`src/hw/rtl/md_pkg.sv`:
```
`timescale 1ns / 1ps
// Shared constants and types for the modular division pipeline (prime 1000000007).
// No dependencies; used by every module under hw/rtl.
package md_pkg;

  localparam int MD_W        = 30;
  localparam int MD_IN_W     = 63;
  localparam int MD_EXP_BITS = 30;
  localparam int MD_PROD_W   = 60;
  localparam int MD_RED_W    = 61;

  localparam logic [MD_W-1:0] MD_PRIME = 30'd1000000007;
  localparam logic [MD_W-1:0] MD_EXP   = 30'd1000000005;

  // 2^30 mod P, folds the upper part of a wide operand
  localparam logic [26:0] MD_FOLD_C = 27'd73741817;

  localparam logic [63:0] MD_BARRETT_W = (64'd1 << 62) / {34'd0, MD_PRIME};
  localparam logic [32:0] MD_BARRETT_M = MD_BARRETT_W[32:0];

  localparam logic [31:0] MD_P32  = {2'b00, MD_PRIME};
  localparam logic [31:0] MD_2P32 = {1'b0, MD_PRIME, 1'b0};

  localparam int MD_RED_LAT  = 4;
  localparam int MD_MUL_LAT  = MD_RED_LAT + 1;
  localparam int MD_PREP_LAT = MD_RED_LAT + 2;
  localparam int MD_SLOTS    = 2 * (MD_EXP_BITS - 1);

  typedef logic [MD_W-1:0] md_res_t;

  typedef struct packed {
    logic    valid;
    md_res_t base;
    md_res_t num;
  } md_side_t;

endpackage

```
`src/hw/rtl/md_reduce.sv`:
```
`timescale 1ns / 1ps
// Four-stage Barrett reduction of a 61-bit value modulo the prime.
// Depends on md_pkg.
module md_reduce import md_pkg::*; (
  input  logic                clk,
  input  logic                en,
  input  logic [MD_RED_W-1:0] x_i,
  output md_res_t             r_o
);

  logic [64:0] am;
  logic [61:0] qp;
  logic [31:0] qe_nxt, qe_r;
  logic [31:0] xl1_r, xl2_r;
  logic [31:0] pr_nxt, pr_r;
  logic [31:0] r_nxt, r_r;
  md_res_t     res_nxt, res_r;

  always_comb begin
    am      = 65'(x_i[60:29]) * 65'(MD_BARRETT_M);
    qe_nxt  = am[64:33];
    qp      = 62'(qe_r) * 62'(MD_PRIME);
    pr_nxt  = qp[31:0];
    r_nxt   = xl2_r - pr_r;
    if (r_r >= MD_2P32) begin
      res_nxt = md_res_t'(r_r - MD_2P32);
    end else if (r_r >= MD_P32) begin
      res_nxt = md_res_t'(r_r - MD_P32);
    end else begin
      res_nxt = r_r[MD_W-1:0];
    end
  end

  always_ff @(posedge clk) begin
    if (en) begin
      qe_r  <= qe_nxt;
      xl1_r <= x_i[31:0];
      pr_r  <= pr_nxt;
      xl2_r <= xl1_r;
      r_r   <= r_nxt;
      res_r <= res_nxt;
    end
  end

  assign r_o = res_r;

endmodule

```
`src/hw/rtl/md_mulmod.sv`:
```
`timescale 1ns / 1ps
// Five-stage modular multiplier: registered 30x30 product, then Barrett reduction.
// Depends on md_pkg and md_reduce.
module md_mulmod import md_pkg::*; (
  input  logic    clk,
  input  logic    en,
  input  md_res_t a_i,
  input  md_res_t b_i,
  output md_res_t p_o
);

  logic [MD_PROD_W-1:0] prod_nxt, prod_r;

  assign prod_nxt = MD_PROD_W'(a_i) * MD_PROD_W'(b_i);

  always_ff @(posedge clk) begin
    if (en) begin
      prod_r <= prod_nxt;
    end
  end

  md_reduce u_reduce (
    .clk (clk),
    .en  (en),
    .x_i ({1'b0, prod_r}),
    .r_o (p_o)
  );

endmodule

```
`config.mk`:
```
export PLATFORM = sky130hd
export DESIGN_NAME = md_mulmod
export DESIGN_NICKNAME = d
export VERILOG_FILES = /design/src/hw/rtl/md_pkg.sv /design/src/hw/rtl/md_reduce.sv /design/src/hw/rtl/md_mulmod.sv
export SDC_FILE = /design/constraint.sdc
export NUM_CORES = 2
export LEC_CHECK = 0
export BUFFER_PORTS_ARGS = -buffer_cell sky130_fd_sc_hd__buf_4
export CORE_MARGIN = 2
export CORE_UTILIZATION = 57
export DETAILED_ROUTE_END_ITERATION = 6
export GPL_TIMING_DRIVEN = 0
export PLACE_DENSITY = 0.73
export SYNTH_ARGS = -nofsm -noshare
export SYNTH_HDL_FRONTEND = slang
export SYNTH_HIERARCHICAL = 1
export SYNTH_SLANG_ARGS = --single-unit
```
`constraint.sdc`:
```
create_clock -name clk -period 8.6 [get_ports clk]
set_input_delay 1.29 -clock clk [delete_from_list [all_inputs] [get_ports clk]]
set_output_delay 1.29 -clock clk [all_outputs]
set_load 0.02 [all_outputs]
```
Word-level counts from Yosys, hierarchy flattened
Index checks and enable logic that the tools add are counted.
{ "totals": {"ff_bits": 250, "inputBits": 62, "out_inout_bits": 30, "wordCells": 17} }
{ "op_classes": {"add_sub_neg": 3, "multipliers": 3, "order_cmp": 2, "n_mux": 2} }
{ "ops": {"columns": ["op", "count"], "rows": [
  ["multiplier 31 x 32 -> 63 bit, second input constant", 1],
  ["multiplier 30 x 30 -> 60 bit", 1],
  ["2-to-1 mux 30 bit", 2],
  ["subtractor 30 bit, second input constant", 2],
  ["greater-or-equal comparator 32 x 30 -> 1 bit, second input constant", 1],
  ["greater-or-equal comparator 32 x 31 -> 1 bit, second input constant", 1],
  ["multiplier 32 x 30 -> 32 bit, second input constant", 1],
  ["subtractor 32 bit", 1]
]} }

Depth between registers and ports, before layout
{ "logic_depth": {"ltp_word": 3, "depth_mapped": 28, "mapped_depth_nobuf": 26} }

By module
Netlist, hierarchy kept.
{ "by_module_without_submodules": {"columns": ["module", "instances", "cells_per_inst", "area_each_um2", "seq_area_each_um2"], "rows": [
  ["md_mulmod", 1, 3467, 31930.6, 1801.7],
  ["md_reduce", 1, 2669, 30040.1, 5705.5]
]} }

Worst setup path before layout
Ideal clock, no wire load.
{ "synth_path": {"path_kind": "in2reg", "start": "in b_i[20]", "end": "reg prod_r[58] (data pin)", "setup_ps": 167, "arrival_time_ps": 8089, "required_time_ps": 8433, "setup_slack_ps": 344, "path_stages": 26, "n_path_buf": 2, "cell_sequence": "clkbuf_1 and2_1 fa_1 inv_1 fa_1 inv_1 fa_1 inv_1 fa_1 inv_1 fa_1 fa_1 fa_1 inv_1 fa_1 inv_1 ha_1 buf_4 nand2_2 or3_4 nor3_2 o21ai_2 a2111oi_4 o21ai_2 a211o_1 a211oi_1"} }
{ "synth_via": {"elab_chain_cells": 1} }
{ "synth_lines": {"columns": ["item", "line", "rtl"], "rows": [
  ["from (decl)", "md_mulmod.sv:8", "input md_res_t b_i,"],
  ["multiplier 30 x 30 -> 60 bit", "md_mulmod.sv:14", "assign prod_nxt = MD_PROD_W'(a_i) * MD_PROD_W'(b_i);"],
  ["net prod_nxt[58]", "md_mulmod.sv:12", "logic [MD_PROD_W-1:0] prod_nxt, prod_r;"],
  ["to (signal assigned)", "md_mulmod.sv:18", "prod_r <= prod_nxt;"],
  ["to (decl)", "md_mulmod.sv:12", null]
]} }
The timed path passes the listed nets, and every way through them passes these cells.
A chain may end at the register's enable or synchronous reset.

Worst setup path after layout
{ "layout_path": {"start": "in b_i[8]", "end": "reg prod_r[58] (data pin)"} }
Same word-level chain as after synthesis.

==> reports/results.tsv <==
metric	value	unit
DRC errors left	0	
crit path capture type	flop	
outcome	complete, no violations	
global route overflow	0	
area delta synth->final	5.52	%
Hold WC Path Type	reg -> reg	
Final Max Slew Viols	0	
crit path max fanout	10	
CTS tree	yes	
H-tree depth	1	
Slowest-stage cell, CP	fa_1	
post-synthesis sequential area ratio	12.1	%
Reg area	7510	sq um
gp weighted congestion	1.03	
Max stage delay on crit path	0.55	ns
post-synth cell types	84	
CTS max path bufs	3	
Post-Syn Instances	6136	
WHS	0.417	ns
die span in y	334	um
routed vias	43100	
most common cell after layout, fill and taps aside	inv_1	
die width	334	um
largest net degree at the start of global routing	114	
fraction of registers with async set/reset	0	%
Hold Vio Cnt, Final	0	
Mean Syn Cell Area	10.1	sq um
first-pass GRT wire length	278	mm
NumNets Final	8398	
std cell rows	120	
Max Fclk	0.118	GHz
Final Critical Period	8.48	ns
CTS Buf Count	25	
CP Buf/Inv Count	6	
GRT Overall Usage	33.3	%
Final setup viols	0	
die area	111000	sq um
area of the multi-input gates	48100	sq um
routed len/inst	23.4	um
drt pass-1 iters	6	
max-cap violations	0	
CP required	8.98	ns
root buffer cell	clkbuf_16	
crit path cell chain	clkbuf_1 -> and2_1 -> fa_1 -> fa_1 -> inv_1 -> fa_1 -> fa_1 -> inv_1 -> fa_1 -> fa_1 -> fa_1 -> inv_1 -> fa_1 -> inv_1 -> ha_1 -> nand2_2 -> or3_4 -> nor3_4 -> o21ai_4 -> a2111oi_4 -> buf_4 -> o21ai_2 -> a211o_1 -> a211oi_2	
remaining antenna violation count	0	
Worst Tran Pin Value	1.07	ns
flop2flop setup slack	0.27	ns
HP Start	u_reduce/xl1_r[13]	
initial antenna violation count	8	
post-synthesis cell area	62000	sq um
post-route clock period utilization	98.6	%
ys flop type	edfxtp_1	
Post-CTS Hold Buffers	0	
Synth Register Bits	250	
Clock Pin Slew Worst Setup and Hold Paths	0.06	ns
worst setup path startpoint	b_i[8]	
core outline area	108000	sq um
data arrival time of the worst path	8.86	ns
most used cell, CP	fa_1	
number of synthesized flops with an enable pin	250	
clk_skew	0.0120	ns
vias in the first global route	46300	
total clock sinks	250	
reg-to-reg startpoint	prod_r[37]	
clk_lat worst skew	0.57	ns
final wirelength	179	mm
Crit Path Category	in -> reg	
Slew Limit Headroom	28.4	%
vias per std cell	5.62	
most frequent cells in the layout	inv_1, fa_1, ha_1	
filler instances	9160	
number of synthesis warnings	6	
port bufs	31	
Final HPWL DP	153	mm
drt first-iter violations	3249	
Crit path max-delay family	adder cells	
Startpoint Class	input port	
I/O pin count	92	
layout cells sized above 1	4.78	%
initial core utilization	57.6	%
routing by layer:
metal	track usage (%)	vias up	routed length (um)
met4	14.6	4	10100
met1	45.1	21900	73300
met2	53.4	1696	81400
met3	5.39	413	14200
met5	0	-	23
li1	-	19000	-
area by class of cell:
| cell class | instances | share of cell area (%) |
|---|---|---|
| Clock inverter | 14 | 0.216 |
| Inverter | 1511 | 8.69 |
| Multi-Input combinational cell | 4163 | 73.5 |
| Antenna cell | 13 | 0.0497 |
| Clock buffer | 30 | 0.985 |
| Tap cell | 1403 | 2.68 |
| Timing Repair Buffer | 63 | 0.796 |
| Buffer | 219 | 1.59 |
| Sequential cell | 250 | 11.5 |
metrics by stage:
step                      util, %  worst slack (ns)   TNS, ns  instance area (sq um)  instances
after detailed placement     59.6             -1.47    -26.26                  64100       7580
after CTS                    60.5          0.000197         0                  65000       7630
after global placement       59.5             -1.41    -23.80                  64000       7578
after global routing         60.8          -0.00370  -0.00370                  65400       7657
final                        60.8             0.123         0                  65400       7666
after floorplan                 -             0.344         0                  62000       6144
worst register-to-register path, delay by kind of cell, from the launching register on:
family,cells,cell delay (ns)
adders and majority gates,9,3.94
AOI/OAI and AO/OA,7,2.01
DFF,1,0.68
xor gates and xnor gates,1,0.13
and+or+nand+nor,2,0.73
buffers and inverters,6,0.57
cell families (layout without fill, tap and decap cells):
family / after synthesis / in the layout / share of synthesized area, %
fa+ha+maj: 2103 / 2103 / 57.7
buf+inv: 1731 / 1837 / 10.6
simple gates: 1301 / 1301 / 10.9
compound gates: 549 / 549 / 5.81
flops: 250 / 250 / 12.1
xor+xnor: 200 / 200 / 2.83
other cells: 1 / 22 / 0.00605
mux: 1 / 1 / 0.0162
synth_stat cells, drive strengths merged, types with 4 or more instances:
cell type     n  area share (%)
a2111oi       4           0.087
nand2       473             2.9
clkbuf      200             1.2
nand3        42            0.34
fa         1260              41
o211ai       16            0.19
o31ai         4           0.048
a21boi       14            0.17
and2        539             5.4
nor3b         4           0.048
a31o          5           0.071
nor4          7           0.091
nand2b       18            0.18
buf          20            0.21
a311oi        6           0.085
a211oi       26            0.34
or4           4           0.048
a211o        13            0.18
xor2         55            0.78
and4          9            0.13
inv        1510             9.1
a21o         82            0.99
a21oi       164             1.3
o21bai       25            0.30
and3         23            0.24
ha          843              17
a31oi        31            0.32
o21ai        93            0.76
nor3         31            0.26
nand4        21            0.24
or3          14            0.15
xnor2       145             2.0
or2          10            0.10
nor2b        14            0.14
nor2         84            0.51
edfxtp      250              12
o211a         4           0.065
o21a         22            0.27
what timing repair did:
action | CTS | global route
endpoints found under the setup margin | 33 | 35
buffers inserted | 6 | 24
resized for setup | 77 | 153
pin swaps | 2 | 1
final timing paths:
path | endpoint | depth (start not counted)
worst max-delay path | prod_r[58] | 24
worst min-delay path | u_reduce/xl2_r[13] | 0
worst max register to register | u_reduce/qe_r[21] | 25
worst min register to register | u_reduce/xl2_r[13] | 0
registers in the layout (all words and copies together), names as in the netlist:
name / cells
u_reduce/r_o: 30
u_reduce/r_r: 32
u_reduce/pr_r: 32
prod_r: 60
u_reduce/qe_r: 32
u_reduce/xl2_r: 32
u_reduce/xl1_r: 32
Power is not shown: default switching activity piles up to over one toggle a cycle in this logic, so the estimate is an artifact.
