## src/hw/rtl/md_pkg.sv

```systemverilog
`timescale 1ns / 1ps
// Shared constants and types for the modular division pipeline (prime 1000000007).
// No dependencies; used by every module under hw/rtl.
package md_pkg;

  localparam int MD_W        = 30;
  localparam int MD_IN_W     = 63;
  localparam int MD_EXP_BITS = 30;
  localparam int MD_PROD_W   = 60;
  localparam int MD_RED_W    = 61;

  localparam logic [MD_W-1:0] MD_PRIME = 30'd1000000007;
  localparam logic [MD_W-1:0] MD_EXP   = 30'd1000000005;

  // 2^30 mod P, folds the upper part of a wide operand
  localparam logic [26:0] MD_FOLD_C = 27'd73741817;

  localparam logic [63:0] MD_BARRETT_W = (64'd1 << 62) / {34'd0, MD_PRIME};
  localparam logic [32:0] MD_BARRETT_M = MD_BARRETT_W[32:0];

  localparam logic [31:0] MD_P32  = {2'b00, MD_PRIME};
  localparam logic [31:0] MD_2P32 = {1'b0, MD_PRIME, 1'b0};

  localparam int MD_RED_LAT  = 4;
  localparam int MD_MUL_LAT  = MD_RED_LAT + 1;
  localparam int MD_PREP_LAT = MD_RED_LAT + 2;
  localparam int MD_SLOTS    = 2 * (MD_EXP_BITS - 1);

  typedef logic [MD_W-1:0] md_res_t;

  typedef struct packed {
    logic    valid;
    md_res_t base;
    md_res_t num;
  } md_side_t;

endpackage

```

## src/hw/rtl/md_sideline.sv

```systemverilog
`timescale 1ns / 1ps
// Delay line that carries valid, base and dividend alongside one modular multiplier.
// Depends on md_pkg.
module md_sideline import md_pkg::*; (
  input  logic     clk,
  input  logic     rst_n,
  input  logic     en,
  input  md_side_t side_i,
  output md_side_t side_o
);

  logic [MD_MUL_LAT-1:0] vld_r;
  md_res_t               base_r [MD_MUL_LAT];
  md_res_t               num_r  [MD_MUL_LAT];

  always_ff @(posedge clk) begin
    if (!rst_n) begin
      vld_r <= '0;
    end else if (en) begin
      vld_r <= {vld_r[MD_MUL_LAT-2:0], side_i.valid};
    end
  end

  always_ff @(posedge clk) begin
    if (en) begin
      base_r[0] <= side_i.base;
      num_r[0]  <= side_i.num;
      for (int i = 1; i < MD_MUL_LAT; i++) begin
        base_r[i] <= base_r[i-1];
        num_r[i]  <= num_r[i-1];
      end
    end
  end

  assign side_o.valid = vld_r[MD_MUL_LAT-1];
  assign side_o.base  = base_r[MD_MUL_LAT-1];
  assign side_o.num   = num_r[MD_MUL_LAT-1];

endmodule

```

## config.mk

```make
export PLATFORM = sky130hd
export DESIGN_NAME = md_sideline
export DESIGN_NICKNAME = d
export VERILOG_FILES = /design/src/hw/rtl/md_pkg.sv /design/src/hw/rtl/md_sideline.sv
export SDC_FILE = /design/constraint.sdc
export NUM_CORES = 1
export LEC_CHECK = 0
export BUFFER_PORTS_ARGS = -buffer_cell sky130_fd_sc_hd__clkbuf_2
export CAP_MARGIN = 20
export CORE_MARGIN = 2
export CORE_UTILIZATION = 51
export DETAILED_ROUTE_END_ITERATION = 16
export PLACE_DENSITY_LB_ADDON = 0.08
export RECOVER_POWER = 25
export SYNTH_ARGS = -nofsm -noshare
export SYNTH_HDL_FRONTEND = slang
export SYNTH_SLANG_ARGS = --single-unit
export TNS_END_PERCENT = 5
```

## constraint.sdc

```tcl
create_clock -name clk -period 0.8 [get_ports clk]
set_input_delay 0.12 -clock clk [delete_from_list [all_inputs] [get_ports clk]]
set_output_delay 0.12 -clock clk [all_outputs]
set_load 0.01 [all_outputs]
```

# After elaboration in Yosys (flattened, before gate mapping)
# Memories as Yosys holds them, arrays and structs flattened.
# Cells that the tools add are included.
dict set report classes {
  add_sub_neg 0
  mul 0
  n_div 0
  order_cmp 0
  eq_ne 0
  n_shift 0
  n_mux 2
  bitwise_logic 0
  n_reduce_logical 0
}
# operator n
set op_table {}
lappend op_table {{two-way mux 1 bit} 2}
dict set report word_totals {
  reg_bits 5
  latchBits 0
  ram_bits 300
  rom_bits 0
  elab_cells 5
  memories 2
}
# memory words width rd rd_ports_with_merged_regs write_ports line
set memory_table {}
lappend memory_table {base_r 5 30 5 0 5 md_sideline.sv:13} ;# md_res_t base_r [MD_MUL_LAT];
lappend memory_table {num_r 5 30 5 0 5 md_sideline.sv:14} ;# md_res_t num_r [MD_MUL_LAT];

# Longest topological paths before layout
# Gate-level depths: netlist of the first run.
dict set report depth {
  depth_word 2
  mapped_depth 3
  mapped_depth_nobuf 2
}

# Least setup slack after synthesis of the first run
# Ideal clock, no wire load.
dict set report synth_timing {
  path_type {flip-flop to output port}
  startpoint {memory num_r[0][120] (netlist bit)}
  endpoint {output port side_o[0] (netlist bit)}
  t_arrival_ps 476
  setup_slack_ps 204
  stages_incl_launch_ff 2
  path_buffers 1
  cell_sequence {edfxtp_1 -> buf_4}
}
# item line
set synth_rtl {}
lappend synth_rtl {{from (decl)} md_sideline.sv:14}
lappend synth_rtl {{to (decl)} md_sideline.sv:9} ;# output md_side_t side_o

==> results of run 1 <==
[cell type report]
| class | count | area, sq um | area share [%] |
|---|---|---|---|
| multi-input cells | 10 | 81.3 | 0.670 |
| clock inverters | 19 | 199 | 1.64 |
| repair buffers | 223 | 1640 | 13.5 |
| clock buffers | 37 | 818 | 6.74 |
| well taps | 234 | 293 | 2.41 |
| flip-flops and latches | 305 | 9110 | 75.0 |
[cell families after synthesis]
family	share of synthesized area (%)
flops	94.3
buf+inv	4.86
mux	0.518
simple gates	0.324
[Yosys cell counts, drive strengths merged]
| cell | n | share of area [%] |
|---|---|---|
| edfxtp | 300 | 93 |
| nor2b | 5 | 0.32 |
| buf | 62 | 4.9 |
| dfxtp | 5 | 1.0 |
| mux2i | 5 | 0.52 |
[worst max-delay path by stage]
stage / startpoint / to / cells after the start
floorplan: num_r[0][120]$_DFFE_PP_ / side_o[0] / 1
global placement: en / vld_r[0]$_SDFFE_PN0P_ / 4
detailed placement: en / vld_r[4]$_SDFFE_PN0P_ / 4
CTS: num_r[0][147]$_DFFE_PP_ / side_o[27] / 1
global route: base_r[0][142]$_DFFE_PP_ / side_o[52] / 1
finish: base_r[0][142]$_DFFE_PP_ / side_o[52] / 1
[cell usage in the layout, fill, tap and decap left out]
cell type	count
edfxtp_1	300
clkbuf_2	122
dlygate4sd3_1	62
clkbuf_16	31
buf_4	22
clkinv_2	11
buf_12	9
mux2i_1	5
nor2b_1	5
clkbuf_1	5
bufinv_16	4
dfxtp_1	4
buf_2	3
clkbuf_8	2
clkinv_1	2
dlymetal6s4s_1	2
buf_6	2
inv_6	1
clkinvlp_4	1
dfxtp_2	1
[sequential cells by signal, summed over array words and instances, names as in the netlist]
register / flops
base_r: 150
num_r: 150
vld_r: 5
[routing by layer]
layer  GRT usage [%]  wire length [microns]  vias up
met1            15.4                   5100     1788
met4            4.16                    253        0
met2            20.3                   5930      105
met3            3.14                    664       24
li1                -                      -     1803
met5               0                      0        -
[report_power, final]
| part | internal, mW | switching [mW] |
|---|---|---|
| Combinational | 0.591 | 0.573 |
| Clock | 8.55 | 5.43 |
| Sequential | 18.7 | 0.243 |
| Total | 27.9 | 6.25 |
[through the flow]
step | instances | setup slack [ns] | util (%)
2_1_floorplan | 377 | 0.204 | -
3_3_place_gp | 708 | -0.137 | 56.5
3_5_place_dp | 708 | -0.143 | 56.5
4_1_cts | 828 | -0.438 | 65.4
5_1_grt | 828 | -0.450 | 65.1
6_report | 828 | -0.415 | 65.1
[what timing repair did]
item / CTS / global route
hold buffers: 64 / 0
setup endpoints to repair: 61 / 142
resized for setup: 1 / 7
hold endpoints to repair: 77 / 0
pin swaps: 0 / 0
==> impl_results.md, run 1 <==
* Status: complete, but fails checks
* Violated checks: setup timing
* CP Data Arrival Time at 1.10 ns
* Detail Route Antenna Nets at 0
* CP peak stage delay at 0.42 ns
* CTS tree: built
* Top-level I/O count at 125
* Min Clock Period, post-route at 1.22 ns
* Worst Reg-to-Reg Cells at 0
* Slowest cell on crit path: edfxtp_1
* Total power at 34.1 mW
* Syn Area/Cell at 25.6 sq um
* Setup Fix Bufs, Post-CTS at 0
* Final setup margin at -0.415 ns
* WL/cell at 14.4 microns
* Hold Crit Depth at 2
* Hold path start: en
* Reg-to-reg slack, setup at 0.16 ns
* Routability Congestion at 0.666
* Longest Clk Path Bufs at 3
* Min-Delay Endpoint: base_r[0][20]$_DFFE_PP_
* Dpl cell area at 10500 sq um
* Post-Syn Area at 9660 sq um
* Port Buffer Count at 124
* Chip Width at 142 microns
* Vias after detailed routing at 3720
* CP max FO at 1
* Final Setup Violations at 205
* Critical path, cell by cell: clkbuf_2
* Post-route setup TNS at -30.27 ns
* Delay-heaviest family, CP: flip-flops
* Area growth, synth to finish at 25.7%
* R2R Path End: base_r[0][76]$_DFFE_PP_
* Startpoint Class: flip-flop
* Seq cells post-synth at 305
* Initial core utilization at 51.8%
* Post-Syn Instances at 377
* Core area at 18600 sq um
* Total CTS buffers at 31
* Die Y at 142 microns
* Fin Hold WS at 0.261 ns
* Syn_nets at 441
* Global-route wire length before repair at 18.9 mm
* Drt via density at 4.49
* Largest net degree at the start of global routing at 54
* MaxCap Viol Count at 0
* Clk sinks at 305
* Fill count at 1294
* Antenna Cells at 0
* Ys Warns at 0
* Seq/Total Area, Yosys at 94.3%
* Slew headroom at 65.3%
* Final Cell Area at 12100 sq um
* Drt drc at 0
* Die Area at 20100 sq um
* Worst Tran Pin Value at 0.520 ns
* GR Overflow Total at 0
* Max-slew violations at 0
* Worst-path clk slew at 0.06 ns
* Drt total wl at 11.9 mm
* P_leak at 4.53 nW
* Final Skew at 0.00627 ns
* Post-synth cell types at 6
* Vias in the first global route at 3858
* RSZ-0062 raised after global routing: true
* CP required at 0.68 ns
* Hold crit path type: primary input to flip-flop
* Worst IR drop on VDD at 1.40 mV
* Tcrit/Tclk final at 152%
* Final net count at 635
* Initial DRC count at 196
* Worst r2r src: base_r[0][46]$_DFFE_PP_
* Skew-Pair Late Insertion Delay at 0.52 ns
* Initial antenna violation count at 0
* GRT Total Usage at 12.1%
* Root buf cell: clkbuf_16
* Pwr/cell area at 2810 nW/um^2
* DRT Pass-1 Iters at 4
* Critical path type: flip-flop to output pin
* CTS H-Tree Depth at 1
* Max Freq at 823 MHz
* Share of layout cells above drive strength 1 at 35.2%
* Critical path buffers and inverters at 1
* Worst Setup End Kind: output pin
* Rows at 50
* DP HPWL at 7.13 mm
* Final Hold Violating Endpoints at 0
Note: power is estimated with default switching activity, not from simulation.
==> inputs of run 2 (changes only) <==
--- a/config.mk
+++ b/config.mk
@@ -7,7 +7,6 @@
 export LEC_CHECK = 0
 export BUFFER_PORTS_ARGS = -buffer_cell sky130_fd_sc_hd__clkbuf_2
 export CAP_MARGIN = 20
-export CORE_MARGIN = 2
 export CORE_UTILIZATION = 51
 export DETAILED_ROUTE_END_ITERATION = 16
 export PLACE_DENSITY_LB_ADDON = 0.08
==> impl_results.md, run 2 (synthesized netlist as in run 1, its figures left out) <==
* Antenna Cells at 0
* Drt total wl at 12.3 mm
* Final Cell Area at 12100 sq um
* CP Data Arrival Time at 1.09 ns
* RSZ-0062 raised after global routing: true
* Clock share of power at 41.5%
* Int Pwr at 28.2 mW
* Routability Congestion at 0.720
* Setup Fix Bufs, Post-CTS at 0
* Slew headroom at 57.2%
* Vias in the first global route at 3787
* CTS tree: built
* Final Skew at 0.0115 ns
* Top-level I/O count at 125
* Worst slack at placement at -0.159 ns
* Hold crit path type: primary input to flip-flop
* Skew-Pair Late Insertion Delay at 0.53 ns
* Max Freq at 827 MHz
* GRT Max-Usage Layer: met2
* Root buf cell: clkbuf_16
* GRT Total Usage at 12.8%
* Worst Setup End Kind: output pin
* Final Setup Violations at 264
* Core area at 18300 sq um
* Area growth, synth to finish at 24.9%
* Initial core utilization at 52.9%
* Min Clock Period, post-route at 1.21 ns
* Die Area at 19500 sq um
* Largest net degree at the start of global routing at 63
* Delay-heaviest family, CP: flip-flops
* Most common cell after layout, fill and taps aside: edfxtp_1
* Longest Clk Path Bufs at 3
* Final Hold Violating Endpoints at 0
* Drt via density at 4.56
* Global-route wire length before repair at 19.1 mm
* Vias after detailed routing at 3675
* Met1 Track Usage GR at 16.0%
* CTS H-Tree Depth at 1
* Startpoint Class: flip-flop
* Status: complete, but fails checks
* Final setup margin at -0.410 ns
* Critical path type: flip-flop to output pin
* Worst Tran Pin Value at 0.642 ns
* Initial DRC count at 204
* Rows at 49
* Switching Power at 6.17 mW
* Most frequent cells in the layout: edfxtp_1, clkbuf_2, dlygate4sd3_1, clkbuf_16, buf_4
* Sw Share at 17.9%
* Tcrit/Tclk final at 151%
* Die Y at 140 microns
* Critical path, cell by cell: clkbuf_2
* Drt drc at 0
* MaxCap Viol Count at 0
* Worst-path clk slew at 0.06 ns
* Met3 Use GR at 3.03%
* Total CTS buffers at 29
* Dpl cell area at 10400 sq um
* CP max FO at 1
* Share of layout cells above drive strength 1 at 33.6%
* Chip Width at 140 microns
* GR Overflow Total at 0
* CP peak stage delay at 0.41 ns
* Power share of the combinational group at 3.3%
* Max-slew violations at 0
* Met2 Resource Use GR at 22.0%
* DP HPWL at 7.19 mm
* Fin Hold WS at 0.299 ns
* Worst IR drop on VDD at 1.91 mV
* DRT Pass-1 Iters at 4
* Util after Layout at 66.0%
* Post-route setup TNS at -60.30 ns
* Violated checks: setup timing
* CP required at 0.68 ns
* Port Buffer Count at 124
* Slowest cell on crit path: edfxtp_1
* Clk sinks at 305
* Pwr/cell area at 2850 nW/um^2
* Final net count at 620
* P_leak at 4.46 nW
* Critical path buffers and inverters at 1
* Detail Route Antenna Nets at 0
* Top Registers: base_r: 150 flops, num_r: 150 flops, vld_r: 5 flops
* WL/cell at 15.2 microns
* Initial antenna violation count at 0
* Seq pwr share at 55.2%
run 2: cell types whose count changed in the layout (fill, tap and decap cells not counted), sizes merged, moves of 2 or more:
cell,previous run,this run
buf,36,25
bufinv,4,6
clkinv,13,8
dlymetal6s4s,2,0
run 2: repair_timing:
| item | CTS | global route |
|---|---|---|
| endpoints found under the hold margin | 67 | 0 |
| hold buffers | 63 | 0 |
| endpoints found under the setup margin | 61 | 113 |
| gates resized for setup | 2 | 7 |
run 2: through the flow:
step | instances | power [mW]
6_report | 806 | 34.4
5_1_grt | 806 | 35.6
4_1_cts | 806 | 34.9
3_5_place_dp | 691 | 20.3
3_3_place_gp | 691 | 20.2
2_1_floorplan | 377 | 19.6
run 2: power groups by stage:
stage,combinational [mW],clock [mW],sequential (mW)
final,1.13,14.3,19.0
after global routing,1.22,15.3,19.1
after CTS,1.17,14.7,19.0
after detailed placement,0.919,0,19.3
after global placement,0.891,0,19.3
after floorplan,0.339,0,19.2
run 2: cell type report:
type                       instances  area [sq um]
tap                              229           287
fill                            1238          6210
clock buffer                      37           796
timing repair buffer             210          1560
sequential                       305          9110
clock inverter                    15           228
multi-input combinational         10          81.3
run 2: final timing paths:
kind	from	end	slack (ns)	cells after the start
setup / recovery	num_r[0][135]$_DFFE_PP_	side_o[15]	-0.41	1
hold / removal	side_i[8]	num_r[0][8]$_DFFE_PP_	0.30	2
hold reg to reg	base_r[0][55]$_DFFE_PP_	base_r[0][85]$_DFFE_PP_	0.42	0
setup reg to reg	base_r[0][112]$_DFFE_PP_	base_r[0][142]$_DFFE_PP_	0.12	0
run 2: routing by layer:
metal	part of all wire, %	routed length (microns)	vias up
li1	-	-	1765
met1	43	5280	1780
met2	50	6120	101
met3	4.5	555	29
met4	2.4	296	0
met5	0	0	-
==> inputs of run 3 (changes only) <==
--- a/config.mk
+++ b/config.mk
@@ -7,10 +7,12 @@
 export LEC_CHECK = 0
 export BUFFER_PORTS_ARGS = -buffer_cell sky130_fd_sc_hd__clkbuf_2
 export CAP_MARGIN = 20
+export CORE_ASPECT_RATIO = 0.8
 export CORE_UTILIZATION = 51
 export DETAILED_ROUTE_END_ITERATION = 16
 export PLACE_DENSITY_LB_ADDON = 0.08
 export RECOVER_POWER = 25
+export SLEW_MARGIN = 20
 export SYNTH_ARGS = -nofsm -noshare
 export SYNTH_HDL_FRONTEND = slang
 export SYNTH_SLANG_ARGS = --single-unit
==> impl_results.md, run 3 (synthesized netlist as in run 1, its figures left out) <==
* Max Freq at 824 MHz
* Critical path buffers and inverters at 1
* Top-level I/O count at 125
* Final Hold Violating Endpoints at 0
* Rows at 44
* Final setup margin at -0.414 ns
* Min Clock Period, post-route at 1.21 ns
* Die Y at 125 microns
* Tcrit/Tclk final at 152%
* Worst Tran Pin Value at 0.474 ns
* Antenna Cells at 0
* MaxCap Viol Count at 0
* Hold crit path type: primary input to flip-flop
* Top Registers: base_r: 150 flops, num_r: 150 flops, vld_r: 5 flops
* Int Pwr at 26.4 mW
* Worst Setup End Kind: output pin
* CP Data Arrival Time at 1.09 ns
* WL/cell at 14.1 microns
* Initial DRC count at 189
* DP HPWL at 7.11 mm
* Total CTS buffers at 28
* CP peak stage delay at 0.41 ns
* Seq pwr share at 58.5%
* Setup Fix Bufs, Post-CTS at 0
* Die Area at 19500 sq um
* CTS H-Tree Depth at 1
* DRT Pass-1 Iters at 6
* Vias in the first global route at 3901
* P_leak at 4.36 nW
* Area growth, synth to finish at 23.1%
* RSZ-0062 raised after global routing: true
* Routability Congestion at 0.697
* Critical path type: flip-flop to output pin
* Longest Clk Path Bufs at 3
* Dpl cell area at 10500 sq um
* Drt total wl at 11.8 mm
* Clock share of power at 38.2%
* Final Skew at 0.00892 ns
* Port Buffer Count at 124
* Power share of the combinational group at 3.3%
* Slew headroom at 68.4%
* Most frequent cells in the layout: edfxtp_1, clkbuf_2, dlygate4sd3_1, clkbuf_16, buf_4
* Status: complete, but fails checks
* CTS tree: built
* Max-slew violations at 0
* Pwr/cell area at 2730 nW/um^2
* GRT Total Usage at 12.6%
* Drt drc at 0
* Detail Route Antenna Nets at 0
* Final Cell Area at 11900 sq um
* Root buf cell: clkbuf_16
* Vias after detailed routing at 3723
* CP required at 0.68 ns
* Final net count at 624
* Post-route setup TNS at -34.76 ns
* Largest net degree at the start of global routing at 52
* Chip Width at 156 microns
* Most common cell after layout, fill and taps aside: edfxtp_1
* CP max FO at 1
* Non-filler cells, final at 835
* Worst slack at placement at -0.156 ns
* Final Setup Violations at 179
* Startpoint Class: flip-flop
* Worst-path clk slew at 0.06 ns
* Initial antenna violation count at 0
* Fin Hold WS at 0.217 ns
* Initial core utilization at 52.7%
* Skew-Pair Late Insertion Delay at 0.53 ns
* Drt via density at 4.46
* Critical path, cell by cell: clkbuf_2
* Delay-heaviest family, CP: flip-flops
* Clk sinks at 305
* Sw Share at 18.8%
* Core area at 18300 sq um
* Share of layout cells above drive strength 1 at 32.6%
* Switching Power at 6.09 mW
* Slowest cell on crit path: edfxtp_1
* Global-route wire length before repair at 18.9 mm
* Dpl cells at 720
* Violated checks: setup timing
* Worst IR drop on VDD at 1.61 mV
* GR Overflow Total at 0
-- run 3: cell types whose count changed in the layout (fill, tap and decap cells not counted), moves of 2 or more --
cell	previous run	this run
buf_12	10	5
clkinvlp_4	0	2
clkbuf_1	5	10
buf_2	2	5
clkbuf_8	4	0
buf_4	11	16
clkinv_1	1	5
bufinv_16	6	2
-- run 3: metal layers --
metal / up-vias / wire length [microns] / global-route usage (%)
met1: 1805 / 4950 / 16.1
li1: 1773 / - / -
met4: 0 / 388 / 5.19
met2: 111 / 5800 / 20.7
met5: - / 0 / 0
met3: 34 / 668 / 3.22
-- run 3: cell type report --
type	count	area, sq um
tap	253	317
timing repair buffer	215	1520
clock inverter	17	145
multi-input combinational	10	81.3
clock buffer	35	727
fill	1252	6440
sequential	305	9110
-- run 3: worst paths after layout --
check	depth (start not counted)	slack, ns	end	start
worst min register to register	0	0.41	base_r[0][133]$_DFFE_PP_	base_r[0][103]$_DFFE_PP_
worst max register to register	0	0.14	num_r[0][61]$_DFFE_PP_	num_r[0][31]$_DFFE_PP_
worst max-delay path	1	-0.41	side_o[58]	base_r[0][148]$_DFFE_PP_
worst min-delay path	2	0.22	num_r[0][41]$_DFFE_PP_	en
-- run 3: metrics by stage --
step / utilization, % / power [mW]
2_1_floorplan: - / 19.6
3_3_place_gp: 57.1 / 20.2
3_5_place_dp: 57.1 / 20.3
4_1_cts: 65.3 / 33.0
5_1_grt: 64.9 / 33.7
6_report: 64.9 / 32.5
-- run 3: what timing repair did --
item / 4_1_cts / 5_1_grt
setup endpoints to repair: 61 / 61
hold buffers: 63 / 0
gates resized for setup: 1 / 6
pin swaps: 0 / 0
endpoints found under the hold margin: 66 / 0
-- run 3: power groups by stage --
stage / registers (mW) / clock network [mW] / logic (mW)
final: 19.0 / 12.4 / 1.08
after global routing: 19.1 / 13.4 / 1.18
after CTS: 19.0 / 12.8 / 1.16
after detailed placement: 19.3 / 0 / 0.917
after global placement: 19.3 / 0 / 0.891
after floorplan: 19.2 / 0 / 0.339
